[src/rtl/mpsm_pkg.sv]
// shared types and constants for the streaming morris-pratt matcher
// no dependencies
package mpsm_pkg;

    localparam int MAX_PATTERN_DEF = 256;

    typedef enum logic [1:0] {
        FUNC_CLEAR   = 2'd0,
        FUNC_APPEND  = 2'd1,
        FUNC_TEXT    = 2'd2,
        FUNC_RESTART = 2'd3
    } func_t;

    typedef enum logic [2:0] {
        ST_IDLE,
        ST_READ,
        ST_CMP,
        ST_FAIL,
        ST_LAST,
        ST_OUT
    } state_t;

endpackage

[src/rtl/mpsm_queue.sv]
// two-entry queue between the front part and the execution engine
// depends on mpsm_pkg
module mpsm_queue
    import mpsm_pkg::*;
(
    input  logic       clk,
    input  logic       rst_n,
    input  logic       in_valid,
    output logic       in_ready,
    input  logic [1:0] in_func,
    input  logic [7:0] in_byte,
    output logic       out_valid,
    input  logic       out_ready,
    output logic [1:0] out_func,
    output logic [7:0] out_byte
);

    logic [9:0] mem_reg [2];
    logic       wp_reg;
    logic       rp_reg;
    logic [1:0] cnt_reg;
    logic       push;
    logic       pop;

    assign in_ready  = (cnt_reg != 2'd2);
    assign out_valid = (cnt_reg != 2'd0);
    assign push      = in_valid && in_ready;
    assign pop       = out_valid && out_ready;
    assign out_func  = mem_reg[rp_reg][9:8];
    assign out_byte  = mem_reg[rp_reg][7:0];

    // storage
    always_ff @(posedge clk)
    begin
        if (push)
        begin
            mem_reg[wp_reg] <= {in_func, in_byte};
        end
    end

    // pointers and fill count
    always_ff @(posedge clk or negedge rst_n)
    begin
        if (!rst_n)
        begin
            wp_reg  <= 1'b0;
            rp_reg  <= 1'b0;
            cnt_reg <= 2'd0;
        end
        else
        begin
            if (push)
            begin
                wp_reg <= ~wp_reg;
            end
            if (pop)
            begin
                rp_reg <= ~rp_reg;
            end
            cnt_reg <= cnt_reg + {1'b0, push} - {1'b0, pop};
        end
    end

endmodule

[config.mk]
export PLATFORM = sky130hd
export DESIGN_NAME = mpsm_queue
export DESIGN_NICKNAME = d
export VERILOG_FILES = /design/src/rtl/mpsm_pkg.sv /design/src/rtl/mpsm_queue.sv
export SDC_FILE = /design/constraint.sdc
export NUM_CORES = 1
export LEC_CHECK = 0
export BUFFER_PORTS_ARGS = -buffer_cell sky130_fd_sc_hd__buf_2
export CAP_MARGIN = 20
export CORE_MARGIN = 5
export CORE_UTILIZATION = 30
export DETAILED_ROUTE_END_ITERATION = 10
export GPL_TIMING_DRIVEN = 0
export HOLD_SLACK_MARGIN = 0.03
export MAX_ROUTING_LAYER = met4
export SLEW_MARGIN = 15
export SYNTH_ARGS = -nofsm -noshare
export SYNTH_HDL_FRONTEND = slang
export SYNTH_SLANG_ARGS = --single-unit
[constraint.sdc]
create_clock -name clk -period 1.82 [get_ports clk]
set_clock_uncertainty 0.15 [all_clocks]
set_input_delay 0.364 -clock clk [delete_from_list [all_inputs] [get_ports clk]]
set_output_delay 0.364 -clock clk [all_outputs]
set_load 0.05 [all_outputs]
# [Word-level counts from Yosys, hierarchy flattened]
# Memory sizes are Yosys's and may differ from the RTL's.
# Index checks and enable logic that the tools add are counted.
[classes] add_sub_neg=2 eq_ne=1 n_mux=2 n_bitwise=2 reduce_logical=3
[op_table] operator="$add A2 B1 Y2" n=1
[op_table] operator="$logic_and A1 B1 Y1" n=2
[op_table] operator="$mux W1" n=2
[op_table] operator="$ne A2 B2 Y1 const B" n=1
[op_table] operator="$not A1 Y1" n=2
[op_table] operator="$reduce_bool A2 Y1" n=1
[op_table] operator="$sub A2 B1 Y2" n=1
[word_totals] reg_bits=4 ramBits=20 inputBits=14 out_inout_bits=12 memories=1
[mem_list] name="mem_reg" depth=2 word_bits=10 read_ports=1 rd_clocked_by_memory_dff=0 write_ports=1 line_no="mpsm_queue.sv:18" text="logic [9:0] mem_reg [2];"

# [Logic depth before layout (Yosys ltp)]
# Gate-level depths: netlist of the first run.
[logic_depth] ltp_word=4 mapped_depth=7

# [Worst setup path before layout of the first run]
# Ideal clock, no wire load.
[synth_path] path_kind="reg-to-reg" start="register cnt_reg[1]" end="register cnt_reg[1]" setup_time_ns=0.123 t_arrival_ns=1.766 slack_ns=-0.218 stages_incl_launch_ff=8 synth_period_minus_slack_ns=2.038 cell_sequence="dfrtp_1 -> or2_1 -> and2_4 -> ha_1 -> inv_1 -> ha_1 -> xnor2_1 -> xnor2_1"
[synth_via] word_cells_on_any_way=6
[synth_rtl] element="start, declared" line_no="mpsm_queue.sv:21" text="logic [1:0] cnt_reg;"
[synth_rtl] element="start signal, assigned" line_no="mpsm_queue.sv:60" text="cnt_reg <= cnt_reg + {1'b0, push} - {1'b0, pop};"
[synth_rtl] element="$reduce_bool A2 Y1" line_no="mpsm_queue.sv:26" text="assign out_valid = (cnt_reg != 2'd0);"
[synth_rtl] element="named net out_valid" line_no="mpsm_queue.sv:12" text="output logic out_valid,"
[synth_rtl] element="$logic_and A1 B1 Y1" line_no="mpsm_queue.sv:28" text="assign pop = out_valid && out_ready;"
[synth_rtl] element="named net pop" line_no="mpsm_queue.sv:23" text="logic pop;"
[synth_rtl] element="$sub A2 B1 Y2" line_no="mpsm_queue.sv:60"
# The timed path passes the listed nets, and every way through them passes these cells.
# A chain may end at the register's enable or synchronous reset.

# [Worst setup path after layout of the first run]
[layout_path] start="register rp_reg" end="output out_byte[4]"
[layout_via] elab_chain_len=1
[layout_lines] element="start, declared" line_no="mpsm_queue.sv:20" text="logic rp_reg;"
[layout_lines] element="start signal, assigned" line_no="mpsm_queue.sv:58" text="rp_reg <= ~rp_reg;"
[layout_lines] element="$mem_v2 Z2 W10"
[layout_lines] element="end, declared" line_no="mpsm_queue.sv:15" text="output logic [7:0] out_byte"
# Every way passes these cells.

==> results.cfg, run 1 <==
[synthesis]
synth_xor_area_share_pct = 3.82
synth_top_cell_by_area = edfxtp_1
synth_edf_count = 20
yosysMostFrequentCell = edfxtp_1
synth_simple_gate_area_share_pct = 3.82
synthMuxAreaShare_pct = 12.3
synthCells = 48
synth-seq-cells = 24
yosys-top-cells-area = edfxtp_1 (65%), mux2_1 (11%), dfrtp_1 (11%)
synth_compound_area_share_pct = 0
postSynthAreaPerCell_um2 = 19.1
syn_area_um2 = 917
syn_nets = 64
ys_async_sr_fraction_pct = 16.7
synth_top_area_share_pct = 65.5
yosys_most_used_dff = edfxtp_1
synthAdderAreaFrac_pct = 2.73
seq_area_frac_synth_pct = 76.4
synth_top_family_by_area = multiplexers
yosys.cell_types.count = 15
yosys-top-cells-count = edfxtp_1 (20), mux2_1 (9), dfrtp_1 (4), xnor2_1 (3), ha_1 (2)
yosys_warnings = 0

[cts]
insertion_delay_ns = 0.30
cts.path.max_buffers = 2
cts_sinks = 24
clkTransAtPathRegs_ns = 0.13
root_buffer = clkbuf_4
ctsHtreeMaxLevel = 1
cts_made_buffers = 3
cts_tree = yes

[setup_path]
slowest_stage = dfrtp_1
critical_path_class = reg -> out
critical_path.max_stage_delay_ns = 0.44
critical_path_arrival_ns = 1.35
crit_buf_inv = 2
path_delay_family = flip-flops
worst_path_most_repeated_cell = buf_6
required_ns = 1.31
worst-path-max-fanout = 5
crit_chain = buf_6 -> mux2_4 -> buf_6
cp-end-kind = output pin
start_kind = flip-flop

[final_layout]
largest_reg_flops = 20
syn2layout_area_growth_pct = 48.6
diodes = 0
drive_above_1_share_pct = 66.7
utilization_pct = 45.4
final_area_mm2 = 0.00136
fin_nets = 104

[placed_design]
gp_congestion = 0.609
place_area_mm2 = 0.00109
port_buffers = 25
place_hpwl_mm = 1.07

[routing]
wl_met2_um = 856
num_vias = 538
wl_met1_um = 730
initialDrtViolationCount = 7
drc = 0
top_layer_used = met3
routed_wl_mm = 1.71
detail_route.wl_per_cell_um = 14.2
first_pass_iters = 3
ant_nets = 0
vias_per_cell = 4.48
dr_wl_met3_um = 121

[timing]
fin_crit_sh_pct = 103
slew_headroom_pct = 64.3
setup_violations = 11
fin_crit_ns = 1.87
final_hold_viol_count = 0
max_freq_mhz = 535
rsz0062_at_grt = yes
fin_ws_ns = -0.0475
tightest_slew_ns = 0.536
worst_hold_slack_ns = 0.0815
drv_slew = 0

[floorplan]
die-area_mm2 = 0.00426
die_h_um = 65.3
num_io_pins = 26
floorplan.initialDensity_pct = 30.5
die_w_um = 65.3
rows = 20
core_mm2 = 0.00300

[global_routing]
antenna_found_initial = 0
track_usage_pct = 8.59
first_global_vias = 584
grt_pass1_wl_mm = 2.66
grt.overflow.total = 0
grt_max_degree = 15

[job]
cap_violations = 0

[power_and_ir_drop]
p_leak_nw = 0.567
max-vdd-ir-drop_mv = 0.907
powerDensity_mw_per_mm2 = 1960

[status]
outcome = finished, violations left
violations = negative setup slack

[hold_path]
hp-class = in -> reg
per-stage QoR:
| stage | instances | setup TNS, ns | setup slack, ns | total power [mW] |
|---|---|---|---|---|
| final | 120 | -0.445 | -0.0475 | 2.67 |
| after global routing | 120 | -1.06 | -0.106 | 2.79 |
| after CTS | 117 | -0.624 | -0.0694 | 2.60 |
| after detailed placement | 106 | -0.649 | -0.0652 | 1.82 |
| after global placement | 106 | -0.398 | -0.0402 | 1.80 |
| after floorplan | 48 | -0.0253 | -0.0253 | 1.61 |
metal layers:
| layer | global-route usage, % | up-vias |
|---|---|---|
| met4 | 1.55 | 0 |
| met3 | 3.93 | 0 |
| met2 | 14.5 | 21 |
| li1 | - | 257 |
| met1 | 9.41 | 260 |
| met5 | - | - |
cell type report:
type	count	area [um^2]
sequential	24	701
clock buffer	3	22.5
clock inverter	1	30.0
inverter	1	3.75
fill	273	1640
multi-input combinational	22	284
buffer	1	11.3
tap	33	41.3
timing repair buffer	35	269
power by group:
part	internal, mW	switching [mW]
registers	0.766	0.0644
logic	0.664	0.803
clock network	0.223	0.150
cells in the final DEF (no fill, tap or decap), drive strengths merged:
cell type and n:
xor2 1, and2 1, nor2 1, bufinv 1, nand2b 1, mux2 10, dlygate4sd3 1, ha 2
or2 1, xnor2 3, nand2 1, inv 1, and3 1, edfxtp 20, dfrtp 4, buf 35
clkbuf 3
final timing paths:
check | from | endpoint | slack (ns) | depth (start not counted)
min in group asynchronous | rst_n | rp_reg$_DFFE_PN0P_ | 0.23 | 2
max reg2reg | cnt_reg[0]$_DFF_PN0_ | cnt_reg[1]$_DFF_PN0_ | -0.01 | 7
max | rp_reg$_DFFE_PN0P_ | out_byte[4] | -0.05 | 3
max in group asynchronous | rst_n | wp_reg$_DFFE_PN0N_ | 1.18 | 2
min reg2reg | wp_reg$_DFFE_PN0N_ | wp_reg$_DFFE_PN0N_ | 0.37 | 1
min | in_func[0] | mem_reg[1][8]$_DFFE_PP_ | 0.08 | 1
timing repair:
item | in CTS | in global routing
buffers inserted | 5 | 3
hold buffers | 1 | 0
hold endpoints to repair | 4 | 0
gates resized for setup | 35 | 4
endpoints found under the setup margin | 20 | 11
pin swaps | 2 | 5
cloned | 1 | 0
logic make-up (layout without fill, tap and decap cells):
family        after synthesis  after routing
xor+xnor                    4              4
fa+ha+maj                   2              2
buf+inv                     2             41
flops                      24             24
mux                        10             10
simple gates                6              6
Power figures use the tool's default switching activity.
==> run 2: changes to the inputs <==
SETUP_SLACK_MARGIN = 0.15   (was unset)
==> run 2 against run 1 <==
- the flow still finishes with violations (negative setup slack)
- combinational power up 7%
- power grew 4.3%
- largest power group unchanged
- critical path depth did not move
- largest cell class unchanged
- non-clock buffer count unchanged
- critical path type unchanged
- worst setup slack hardly changed
- global-route usage is 0.068 points lower
- clock-buffer cell count is the same
- cell area rose by 3.3%
- utilization is 1.5 points higher
- die area stayed put
- cell count did not move
==> results.cfg, run 2 (synthesis results as in run 1) <==
[status]
outcome = finished, violations left
violations = negative setup slack

[final_layout]
diodes = 0
num-fill-cells = 262
fin_cells = 120
drive_above_1_share_pct = 67.8
fin_nets = 104
utilization_pct = 46.9
layout_common_cells = edfxtp_1 (20), buf_2 (13), buf_6 (12), mux2_4 (10), buf_4 (7)
final_common_cell = edfxtp_1
syn2layout_area_growth_pct = 53.5
largest_reg_flops = 20

[global_routing]
antenna_found_initial = 0
grt_max_degree = 15
first_global_vias = 573
grt.overflow.total = 0
grt_pass1_wl_mm = 2.59
track_usage_pct = 8.53

[power_and_ir_drop]
p_leak_nw = 0.589
powerDensity_mw_per_mm2 = 1980
power.total_mw = 2.78
max-vdd-ir-drop_mv = 1.17

[hold_path]
hp-class = in -> reg

[cts]
cts_sinks = 24
cts_made_buffers = 3
root_buffer = clkbuf_4
cts_tree = yes
clkTransAtPathRegs_ns = 0.13
ctsHtreeMaxLevel = 1
cts.path.max_buffers = 2
insertion_delay_ns = 0.30

[timing]
max_freq_mhz = 535
slew_headroom_pct = 78.7
fin_crit_ns = 1.87
tns_ns = -0.428
setup_violations = 10
fin_ws_ns = -0.0477
worst_hold_slack_ns = 0.0812
tightest_slew_ns = 0.318
drv_slew = 0
final_hold_viol_count = 0
rsz0062_at_grt = yes
fin_crit_sh_pct = 103

[placed_design]
placed_cells = 106
port_buffers = 25
gp_congestion = 0.686
place_hpwl_mm = 1.06

[floorplan]
core_mm2 = 0.00300
num_io_pins = 26
die_w_um = 65.3
floorplan.initialDensity_pct = 30.5
die_h_um = 65.3
die-area_mm2 = 0.00426
rows = 20

[setup_path]
critical_path_class = reg -> out
worst-path-max-fanout = 5
cp-end-kind = output pin
start_kind = flip-flop
critical_path_arrival_ns = 1.35
required_ns = 1.31

[routing]
first_pass_iters = 3
num_vias = 532
drc = 0
vias_per_cell = 4.43
ant_nets = 0
detail_route.wl_per_cell_um = 13.7
routed_wl_mm = 1.65
initialDrtViolationCount = 13

[job]
cap_violations = 0
## run 2: cell counts in the layout (fill, tap and decap cells not counted)
Identical to the previous run, type by type.
## run 2: final cells by class
type                       instances  area (um^2)  area share [%]
tap                               33         41.3            2.93
buffer                             1         11.3           0.800
timing repair buffer              35          297            21.1
multi-input combinational         22          299            21.2
clock buffer                       3         22.5            1.60
clock inverter                     1         30.0            2.13
sequential                        24          701            49.8
inverter                           1         6.26           0.444
## run 2: per-layer routing
layer	up-vias	part of all wire, %	track usage (%)
li1	254	-	-
met1	258	42	9.76
met2	18	52	14.0
met3	2	5.5	3.76
met4	0	0.55	1.55
met5	-	0	-
## run 2: final timing paths
kind	startpoint	slack, ns	endpoint	cells after the start
hold reg to reg	wp_reg$_DFFE_PN0N_	0.40	wp_reg$_DFFE_PN0N_	1
setup / recovery	rp_reg$_DFFE_PN0P_	-0.05	out_byte[7]	3
setup reg to reg	cnt_reg[0]$_DFF_PN0_	0.05	cnt_reg[1]$_DFF_PN0_	7
max in group asynchronous	rst_n	1.18	rp_reg$_DFFE_PN0P_	2
min in group asynchronous	rst_n	0.22	cnt_reg[0]$_DFF_PN0_	2
hold / removal	in_func[1]	0.08	mem_reg[0][9]$_DFFE_PP_	1
## run 2: power by group
part	total, mW	switching, mW	internal, mW
clock	0.375	0.152	0.223
combinational	1.58	0.822	0.756
sequential	0.831	0.0662	0.765
total	2.78	1.04	1.74
## run 2: critical path, stage by stage, from the launching register on
cell     delay [ns]
dfrtp_1        0.44
buf_6          0.16
mux2_4         0.30
buf_6          0.15
## run 2: timing repair
item / 4_1_cts / 5_1_grt
hold buffers: 1 / 0
pin swaps: 5 / 4
setup buffers: 5 / 3
setup endpoints to repair: 22 / 24
cloned: 1 / 0
resized for setup: 43 / 8
endpoints found under the hold margin: 4 / 0
## run 2: through the flow
stage	area, um^2	worst slack, ns
global placement	1100	-0.0931
global route	1410	-0.112
floorplan	937	-0.0194
detailed placement	1100	-0.0887
CTS	1360	-0.0628
finish	1410	-0.0477
