### src/rtl/mpsm_pkg.sv
// shared types and constants for the streaming morris-pratt matcher
// no dependencies
package mpsm_pkg;

    localparam int MAX_PATTERN_DEF = 256;

    typedef enum logic [1:0] {
        FUNC_CLEAR   = 2'd0,
        FUNC_APPEND  = 2'd1,
        FUNC_TEXT    = 2'd2,
        FUNC_RESTART = 2'd3
    } func_t;

    typedef enum logic [2:0] {
        ST_IDLE,
        ST_READ,
        ST_CMP,
        ST_FAIL,
        ST_LAST,
        ST_OUT
    } state_t;

endpackage

### src/rtl/mpsm_engine.sv
// execution engine: pattern/failure memories, link walks and counters
// depends on mpsm_pkg
module mpsm_engine
    import mpsm_pkg::*;
#(
    parameter int MAX_PATTERN = MAX_PATTERN_DEF
) (
    input  logic        clk,
    input  logic        rst_n,
    input  logic        cmd_valid,
    output logic        cmd_ready,
    input  logic [1:0]  cmd_func,
    input  logic [7:0]  cmd_byte,
    output logic        res_valid,
    input  logic        res_ready,
    output logic        match_found,
    output logic [31:0] match_start,
    output logic [31:0] match_total,
    output logic        load_rejected
);

    localparam int AW = $clog2(MAX_PATTERN + 1);
    localparam int PW = (MAX_PATTERN > 1) ? $clog2(MAX_PATTERN) : 1;
    // signed index: -1 .. MAX_PATTERN
    localparam int IW = AW + 1;
    localparam logic [IW-1:0] NEG1 = '1;

    // memories
    logic [7:0]    pat_mem [MAX_PATTERN];
    logic [IW-1:0] fail_mem [MAX_PATTERN + 1];
    logic [7:0]    pat_rd_reg;
    logic [IW-1:0] fail_rd_reg;

    state_t        state_reg, state_next;
    logic [1:0]    func_reg;
    logic [7:0]    byte_reg;
    logic [AW-1:0] cnt_reg;
    logic [IW-1:0] border_reg;
    logic [IW-1:0] mlen_reg;
    logic [IW-1:0] j_reg, j_next;
    logic [31:0]   pos_reg;
    logic [31:0]   occ_reg;
    logic          found_reg;
    logic [31:0]   start_reg;
    logic          rej_reg;

    logic          rd_en;
    logic [AW-1:0] rd_addr;
    logic          wr_pat;
    logic          wr_fail;
    logic [AW-1:0] wr_fail_addr;
    logic [IW-1:0] wr_fail_data;
    logic          full;
    logic          j_neg;
    logic          j_inr;
    logic          eq;
    logic [7:0]    cmp_byte;
    logic [IW-1:0] jp1;

    assign cmd_ready = (state_reg == ST_IDLE);
    assign res_valid = (state_reg == ST_OUT);
    assign full      = (cnt_reg == AW'(MAX_PATTERN));
    assign j_neg     = j_reg[IW-1];
    assign j_inr     = !j_neg && (j_reg[AW-1:0] < cnt_reg);
    assign cmp_byte  = byte_reg;
    assign eq        = (pat_rd_reg == cmp_byte);
    assign jp1       = j_reg + IW'(1);
    assign rd_addr   = j_reg[AW-1:0];

    // memory ports: one read address per cycle, registered data
    always_ff @(posedge clk)
    begin
        if (wr_pat)
        begin
            pat_mem[cnt_reg[PW-1:0]] <= byte_reg;
        end
        if (wr_fail)
        begin
            fail_mem[wr_fail_addr] <= wr_fail_data;
        end
        if (rd_en)
        begin
            pat_rd_reg  <= pat_mem[rd_addr[PW-1:0]];
            fail_rd_reg <= fail_mem[rd_addr];
        end
    end

    // next state
    always_comb
    begin
        state_next = state_reg;
        case (state_reg)
            ST_IDLE:
            begin
                if (cmd_valid)
                begin
                    if (cmd_func == FUNC_APPEND || cmd_func == FUNC_TEXT)
                    begin
                        state_next = ST_READ;
                    end
                    else
                    begin
                        state_next = ST_OUT;
                    end
                end
            end
            ST_READ:
            begin
                if (func_reg == FUNC_APPEND && full)
                begin
                    state_next = ST_OUT;
                end
                else if (func_reg == FUNC_TEXT && cnt_reg == '0)
                begin
                    state_next = ST_OUT;
                end
                else if (j_inr)
                begin
                    state_next = ST_CMP;
                end
                else
                begin
                    state_next = ST_LAST;
                end
            end
            ST_CMP:
            begin
                if (eq)
                begin
                    state_next = ST_LAST;
                end
                else
                begin
                    state_next = ST_FAIL;
                end
            end
            ST_FAIL:
            begin
                if (j_inr)
                begin
                    state_next = ST_CMP;
                end
                else
                begin
                    state_next = ST_LAST;
                end
            end
            ST_LAST:
            begin
                state_next = ST_OUT;
            end
            ST_OUT:
            begin
                if (res_ready)
                begin
                    state_next = ST_IDLE;
                end
            end
            default:
            begin
                state_next = ST_IDLE;
            end
        endcase
    end

    // read enable and walk index
    always_comb
    begin
        rd_en  = 1'b0;
        j_next = j_reg;
        case (state_reg)
            ST_READ:
            begin
                rd_en = j_inr;
            end
            ST_CMP:
            begin
                // entry zero of the failure table is minus one; the walk uses that value directly
                if (!eq)
                begin
                    j_next = (j_reg == '0) ? NEG1 : fail_rd_reg;
                end
            end
            ST_FAIL:
            begin
                rd_en = j_inr;
            end
            ST_LAST:
            begin
                // no read: the entry at the full length is kept in a register
                rd_en = 1'b0;
            end
            default:
            begin
                rd_en = 1'b0;
            end
        endcase
    end

    // write ports
    always_comb
    begin
        wr_pat       = 1'b0;
        wr_fail      = 1'b0;
        wr_fail_addr = cnt_reg + AW'(1);
        wr_fail_data = jp1;
        if (state_reg == ST_READ && func_reg == FUNC_APPEND && !full)
        begin
            wr_pat = 1'b1;
        end
        if (state_reg == ST_LAST && func_reg == FUNC_APPEND)
        begin
            wr_fail = 1'b1;
        end
        if (state_reg == ST_IDLE && cmd_valid && cmd_func == FUNC_CLEAR)
        begin
            wr_fail      = 1'b1;
            wr_fail_addr = '0;
            wr_fail_data = NEG1;
        end
    end

    // failure entry at the full pattern length, kept alongside the memory
    logic [IW-1:0] fail_top_reg;

    // control and counters
    always_ff @(posedge clk or negedge rst_n)
    begin
        if (!rst_n)
        begin
            state_reg    <= ST_IDLE;
            cnt_reg      <= '0;
            border_reg   <= NEG1;
            mlen_reg     <= '0;
            pos_reg      <= '0;
            occ_reg      <= '0;
            fail_top_reg <= NEG1;
        end
        else
        begin
            state_reg <= state_next;
            case (state_reg)
                ST_IDLE:
                begin
                    if (cmd_valid)
                    begin
                        if (cmd_func == FUNC_CLEAR)
                        begin
                            cnt_reg      <= '0;
                            border_reg   <= NEG1;
                            fail_top_reg <= NEG1;
                            mlen_reg     <= '0;
                            pos_reg      <= '0;
                            occ_reg      <= '0;
                        end
                        else if (cmd_func == FUNC_RESTART)
                        begin
                            mlen_reg <= '0;
                            pos_reg  <= '0;
                            occ_reg  <= '0;
                        end
                    end
                end
                ST_READ:
                begin
                    if (func_reg == FUNC_TEXT)
                    begin
                        pos_reg <= pos_reg + 32'd1;
                        if (cnt_reg == '0)
                        begin
                            mlen_reg <= '0;
                        end
                    end
                end
                ST_LAST:
                begin
                    if (func_reg == FUNC_APPEND)
                    begin
                        cnt_reg      <= cnt_reg + AW'(1);
                        border_reg   <= jp1;
                        fail_top_reg <= jp1;
                    end
                    else if (jp1[AW-1:0] >= cnt_reg && !jp1[IW-1])
                    begin
                        if (occ_reg != '1)
                        begin
                            occ_reg <= occ_reg + 32'd1;
                        end
                        mlen_reg <= fail_top_reg;
                    end
                    else
                    begin
                        mlen_reg <= jp1;
                    end
                end
                default:
                begin
                end
            endcase
        end
    end

    // payload registers
    always_ff @(posedge clk)
    begin
        case (state_reg)
            ST_IDLE:
            begin
                if (cmd_valid)
                begin
                    func_reg  <= cmd_func;
                    byte_reg  <= cmd_byte;
                    found_reg <= 1'b0;
                    start_reg <= '0;
                    rej_reg   <= 1'b0;
                    j_reg     <= (cmd_func == FUNC_APPEND) ? border_reg : mlen_reg;
                end
            end
            ST_READ:
            begin
                if (func_reg == FUNC_APPEND)
                begin
                    rej_reg <= full;
                end
            end
            ST_LAST:
            begin
                if (func_reg == FUNC_TEXT && !jp1[IW-1] && jp1[AW-1:0] >= cnt_reg)
                begin
                    found_reg <= 1'b1;
                    start_reg <= pos_reg - 32'(cnt_reg);
                end
            end
            default:
            begin
                j_reg <= j_next;
            end
        endcase
    end

    // result fields
    assign match_found   = found_reg;
    assign match_start   = start_reg;
    assign match_total   = (func_reg == FUNC_TEXT) ? occ_reg : 32'd0;
    assign load_rejected = rej_reg;

endmodule
### config.mk
export PLATFORM = sky130hd
export DESIGN_NAME = mpsm_engine
export DESIGN_NICKNAME = d
export VERILOG_FILES = /design/src/rtl/mpsm_pkg.sv /design/src/rtl/mpsm_engine.sv
export SDC_FILE = /design/constraint.sdc
export NUM_CORES = 2
export LEC_CHECK = 0
export ABC_CLOCK_PERIOD_IN_PS = 16850
export BUFFER_PORTS_ARGS = -buffer_cell sky130_fd_sc_hd__clkbuf_2
export CORE_UTILIZATION = 62
export DETAILED_ROUTE_END_ITERATION = 10
export PLACE_DENSITY = 0.78
export SYNTH_ARGS = -nofsm -noshare
export SYNTH_HDL_FRONTEND = slang
export SYNTH_MEMORY_MAX_BITS = 65536
export SYNTH_SLANG_ARGS = --single-unit
export TNS_END_PERCENT = 50
### constraint.sdc
create_clock -name clk -period 16.85 [get_ports clk]
set_input_delay 3.37 -clock clk [delete_from_list [all_inputs] [get_ports clk]]
set_output_delay 3.37 -clock clk [all_outputs]
set_load 0.01 [all_outputs]
# Word-level counts from Yosys, hierarchy flattened
# Memories as Yosys holds them, arrays and structs flattened. A register that Yosys moved wholly into a read port is not among the register bits.
# Index checks and enable logic that the tools add are counted.
# totals
inputBits,14
ff_bits,150
mem_bits_rw,4618
word_cells,140
memories,2
output_inout_bits,68
# classes
n_reduce_logical,34
muxes,58
addsub,5
n_eq_ne,26
n_lt_le_gt_ge,2
bitwise,1
# mem_list
memory,words,width,rd,rd_ports_with_merged_regs,write_ports,line_no,rtl
fail_mem,257,10,1,1,1,mpsm_engine.sv:30,logic [IW-1:0] fail_mem [MAX_PATTERN + 1];
pat_mem,256,8,1,1,1,mpsm_engine.sv:29,logic [7:0] pat_mem [MAX_PATTERN];
# op_table
operator,n
32-bit 2-to-1 mux,10
32-bit case mux with 2 select lines,3
10-bit 2-to-1 mux,16
32-bit by 1-bit adder with 32-bit output (second input constant),2
10-bit case mux with 2 select lines,2
9-bit 2-to-1 mux,4
32-bit inequality test (second input constant),1
32-bit by 9-bit subtractor with 32-bit output,1
10-bit case mux with 3 select lines,1
3-bit 2-to-1 mux,7
3-bit case mux with 6 select lines,1
9-bit case mux with 2 select lines,1
2-bit by 1-bit inequality test with 1-bit output (second input constant),8
4-bit AND reduction,3
6-bit AND reduction,2
1-bit logical AND,11
1-bit 2-to-1 mux,11
10-bit by 1-bit adder with 10-bit output (second input constant),1
10-bit zero test,1
9-bit by 1-bit adder with 9-bit output (second input constant),1
9-bit equality test (second input constant),1
9-bit greater-or-equal comparator,1
9-bit zero test,1
9-bit less-than comparator,1
other kinds (19),35

# Logic depth before layout (Yosys ltp)
# logic_depth
ltp_word,6
mapped_depth,18
ltp_nobuf,14

# Worst setup path after synthesis
# Ideal clock, no wire load.
# synth_timing
path_type,input-to-reg
from,input port cmd_valid
to,"memory fail_mem[0][0] in the netlist's numbering, data pin"
setup_ns,0.825
cell_stages,5
path_slack_ns,8.894
t_required_ns,16.025
n_path_buf,1
arrival_ns,7.131
cell_sequence,nand2_1 -> inv_1 -> nand2_1 -> clkbuf_1 -> nand2_1
# synth_via
elab_chain_len,3
# synth_lines
element,line_no,rtl
from (decl),mpsm_engine.sv:10,"input logic cmd_valid,"
1-bit logical AND (2 in series),mpsm_engine.sv:215,if (state_reg == ST_IDLE && cmd_valid && cmd_func == FUNC_CLEAR)
10-bit 2-to-1 mux,mpsm_engine.sv:215,
net wr_fail_data[0],mpsm_engine.sv:52,logic [IW-1:0] wr_fail_data;
to (decl),mpsm_engine.sv:30,
# The timed path passes the listed nets, and every way through them passes these cells.

# Worst setup path in the final report
# layout_timing
from,input port cmd_valid
to,memory fail_mem[114][5] in the netlist's numbering (enable)
# layout_via
elab_chain_len,5
elab_cells_between_ends,6
cone_classes,mux (4); reduce/logical (2)
# layout_lines
element,line_no,rtl
1-bit logical AND (*) (2 in series),mpsm_engine.sv:215,
1-bit 2-to-1 mux,mpsm_engine.sv:215,
1-bit 2-to-1 mux,mpsm_engine.sv:77,if (wr_fail)
1-bit 2-to-1 mux (implied by the code),mpsm_engine.sv:79,fail_mem[wr_fail_addr] <= wr_fail_data;
# Mark *: on every way between the ends. The rest lies on a longest branch, timed or not.

==> results.md <==
- Number of clock buffers inserted by TritonCTS: 438
- Leading post-synthesis cells by cell area: sky130_fd_sc_hd__edfxtp_1 75%, sky130_fd_sc_hd__mux4_2 16%, sky130_fd_sc_hd__nor2_1 1.4%, sky130_fd_sc_hd__dfrtp_1 1.1%, sky130_fd_sc_hd__mux2i_1 0.68%
- Category of the worst setup path launch point: input pin
- Placer congestion estimate: approximately 0.91
- Final period util: 0.398
- DRC marker count from the first detailed-route iteration: 18.6k
- Worst R2R End: fail_rd_reg[7]$_DFFE_PP_
- CP max-delay cell: sky130_fd_sc_hd__nand4_1
- Number of clock sinks seen by CTS: approximately 4.8k
- Post-synth top area share: 0.752
- Worst setup startpoint: cmd_valid
- Initial core utilization: 0.624
- Area of the die: roughly 300,000 sq um
- Global routing usage on met1: 0.463
- Global routing usage summed across all routing layers: 0.342
- Cell count after synthesis: 8,708
- Outcome: complete, no violations
- Buffers plus inverters on the worst setup path: 4
- GRT busiest layer: met2
- Clock transition at the registers of the reported paths: 0.06 ns
- Max FFs per register: roughly 2.6k
- Number of enable-type register cells in the synthesized netlist: 4,690
- Count of state elements after synthesis: around 4.8k
- Post-synth top cells: 4,690 x sky130_fd_sc_hd__edfxtp_1, 1,326 x sky130_fd_sc_hd__mux4_2, 710 x sky130_fd_sc_hd__nor2_1, 246 x sky130_fd_sc_hd__clkbuf_1, 218 x sky130_fd_sc_hd__nand2_1
- Cell type with the largest total area after synthesis: sky130_fd_sc_hd__edfxtp_1
- Main flop type after synthesis: sky130_fd_sc_hd__edfxtp_1
- Remaining design rule violation count: 0
- Final net count: between 8k and 9k
- Clock buffer depth: 4
- Final count of negative-setup-slack endpoints: 0
- Post-synthesis cell area: around 190,000 sq um
- Clk Latency, worst-skew pair: ~0.97 ns
- Dpl hpwl: 283,000 microns
- Number of port buffers: 81
- Utilization after layout: 0.689
- Core ar.: 300,000 sq um
- Final critical-path required period: 6.70 ns
- Floorplan row count: between 200 and 250
- Register area share after synthesis: 0.765
- Max Clock Freq: between 0.1 and 0.15 GHz
- GR Util met3: 0.120
- Syn_nets: just under 9k
- Kind of critical path: input pin to flip-flop
- Routed wire length per instance: a little under 40 microns
- Maxcap violations: 0
- Worst hold-check path type: flip-flop to flip-flop
- Io pins: between 80 and 90
- Number of synthesis warnings: 0
- Post-synthesis area per instance: between 20 and 25 sq um
- Number of global-route vias before repair: ~96k
- Cell count of the worst reg-to-reg path: 11
- Worst EP required: 17.40 ns
- Die extent in x: roughly 550 microns
- Data arrival at the endpoint of the critical path: around 7.3 ns
- Startpoint of the most critical register-to-register path: j_reg[0]$_DFFE_PP_
- Number of iterations in the first detailed-routing pass: 10
- Vertical extent of the die: about 550 microns
- Share of layout cells above drive strength 1: 0.251
- Worst clock skew: 0.0603 ns
- Total Neg Setup Slack: 0 ns
- Detail-routed via count per cell: around 7.4
- Power per standard cell area: roughly 140 nW/um^2
- Share of flip-flops with an asynchronous set or reset after synthesis: 0.0201
- Largest delay share family, worst path: simple AND/OR/NAND/NOR gates
- Setup slack, reg-to-reg: around 11 ns
- Overall overflow remaining after global route: 0
- Most frequently used cell type in the post-synthesis netlist: sky130_fd_sc_hd__edfxtp_1
- End of the critical path: fail_mem[114][5]$_DFFE_PP_
- Largest vdd supply drop: about 0.10 mV
- Master cell of the clock root buffer: sky130_fd_sc_hd__clkbuf_16
- Maximum number of pins on one net before global-route repair: 181
- Fin. Hold Viols: 0
- Pins Over Slew Limit: 0
- Setup crit end kind: flip-flop
- Critical path peak fanout: 17
- Fill cell total of the finished layout: about 17k
- Leak: 64.4 nW
- Area grow syn2layout: 10.4%
- Antenna violations before repair: 38
- Relative max-transition margin: 0.111
- Number of buffers inserted to repair setup after CTS: 0
- Distinct cells, synth: between 70 and 80
- H-tree lvl count: 5
- Detailed-route wire length: ~520,000 microns
- Antenna violation net count after detailed routing: 0
- Wire length of the first global-routing pass: 726,000 microns
- RSZ-0062 raised after global routing: no
- Number of gates resized after cts: 0
- Stages on the worst setup path: 9
- TritonCTS clock tree: done
- Count of hold buffers inserted by post-cts repair: 0
- Met2 track demand over resource in global routing: 0.504
- Cell chain of the critical path: clkbuf_2 -> nand2_1 -> inv_1 -> nand2_1 -> buf_4 -> o221ai_1 -> nand4_1 -> buf_4 -> nor2_1
- Slew @ Worst Pin: about 1.3 ns
- CP max stage delay: around 1.0 ns
- Largest Register: fail_mem
- Count of vias placed by the detailed router: just under 100k
## per-layer routing
metal	vias up	routed length (microns)	part of all wire
met5	-	290	0.00056
met4	26	28100	0.054
met3	1743	82000	0.16
met2	9749	239000	0.46
met1	50452	172000	0.33
li1	36754	-	-
## area by class of cell
type / instances / area (sq um) / share of cell area
Multi-Input combinational cell: 3374 / 41700 / 0.202
Antenna cell: 50 / 125 / 0.000605
Clock inverter: 282 / 3020 / 0.0146
Clock buffer: 519 / 11500 / 0.0555
Tap cell: 3958 / 4950 / 0.0239
Sequential cell: 4786 / 143000 / 0.693
Inverter: 43 / 178 / 0.000859
Timing Repair Buffer: 287 / 2150 / 0.0104
## layout by cell type, fill, tap and decap left out, types with 85 or more instances in the layout
master,n
sky130_fd_sc_hd__dfrtp_1,86
sky130_fd_sc_hd__a21oi_1,114
sky130_fd_sc_hd__mux4_2,1326
sky130_fd_sc_hd__a22oi_1,85
sky130_fd_sc_hd__nand2_1,205
sky130_fd_sc_hd__buf_4,191
sky130_fd_sc_hd__mux2i_1,128
sky130_fd_sc_hd__clkinv_1,101
sky130_fd_sc_hd__o21ai_0,116
sky130_fd_sc_hd__nor2_1,701
sky130_fd_sc_hd__edfxtp_1,4690
sky130_fd_sc_hd__clkbuf_16,446
## power breakdown
part	switching [mW]	internal (mW)	total, mW
Clock	4.46	5.81	10.3
Combinational	2.95	1.36	4.31
Sequential	0.0895	13.7	13.8
## how the worst min path moves through the flow
stage	startpoint	to	depth (start not counted)
after CTS	mlen_reg[4]$_DFFE_PN0P_	mlen_reg[4]$_DFFE_PN0P_	2
after global placement	mlen_reg[9]$_DFFE_PN0P_	mlen_reg[9]$_DFFE_PN0P_	1
after floorplan	mlen_reg[9]$_DFFE_PN0P_	mlen_reg[9]$_DFFE_PN0P_	1
final	mlen_reg[5]$_DFFE_PN0P_	mlen_reg[5]$_DFFE_PN0P_	2
after global routing	mlen_reg[4]$_DFFE_PN0P_	mlen_reg[4]$_DFFE_PN0P_	2
after detailed placement	mlen_reg[5]$_DFFE_PN0P_	mlen_reg[5]$_DFFE_PN0P_	2
## metrics by stage
step	worst slack (ns)	power [mW]	std cells	instance area, sq um	hold slack, ns
global route	10.09	28.8	13253	207000	0.519
CTS	10.31	28.1	13249	207000	0.492
detailed placement	9.37	18.1	12448	192000	0.476
global placement	9.47	18.0	12448	192000	0.462
floorplan	8.89	16.6	8708	187000	0.449
finish	10.15	28.3	13299	207000	0.490
## worst reg2reg max path, delay by kind of cell, from the launching register on
kind / cells / cell delay (ns)
flip-flops: 1 / 0.36
AND/OR/NAND/NOR: 2 / 1.14
buffers and inverters: 5 / 3.28
AO/OA/AOI/OAI: 3 / 0.93
multiplexers: 1 / 0.50
## cells by family after synthesis
family,count (synthesis),share of synthesized area
adder cells (fa/ha/maj),39,0.00265
AO/OA/AOI/OAI,503,0.0175
AND/OR/NAND/NOR,1277,0.0298
XOR/XNOR,90,0.00421
buffers and inverters,548,0.0140
multiplexers,1465,0.167
flip-flops,4786,0.765
No activity file was read; power rests on OpenSTA's default activity.
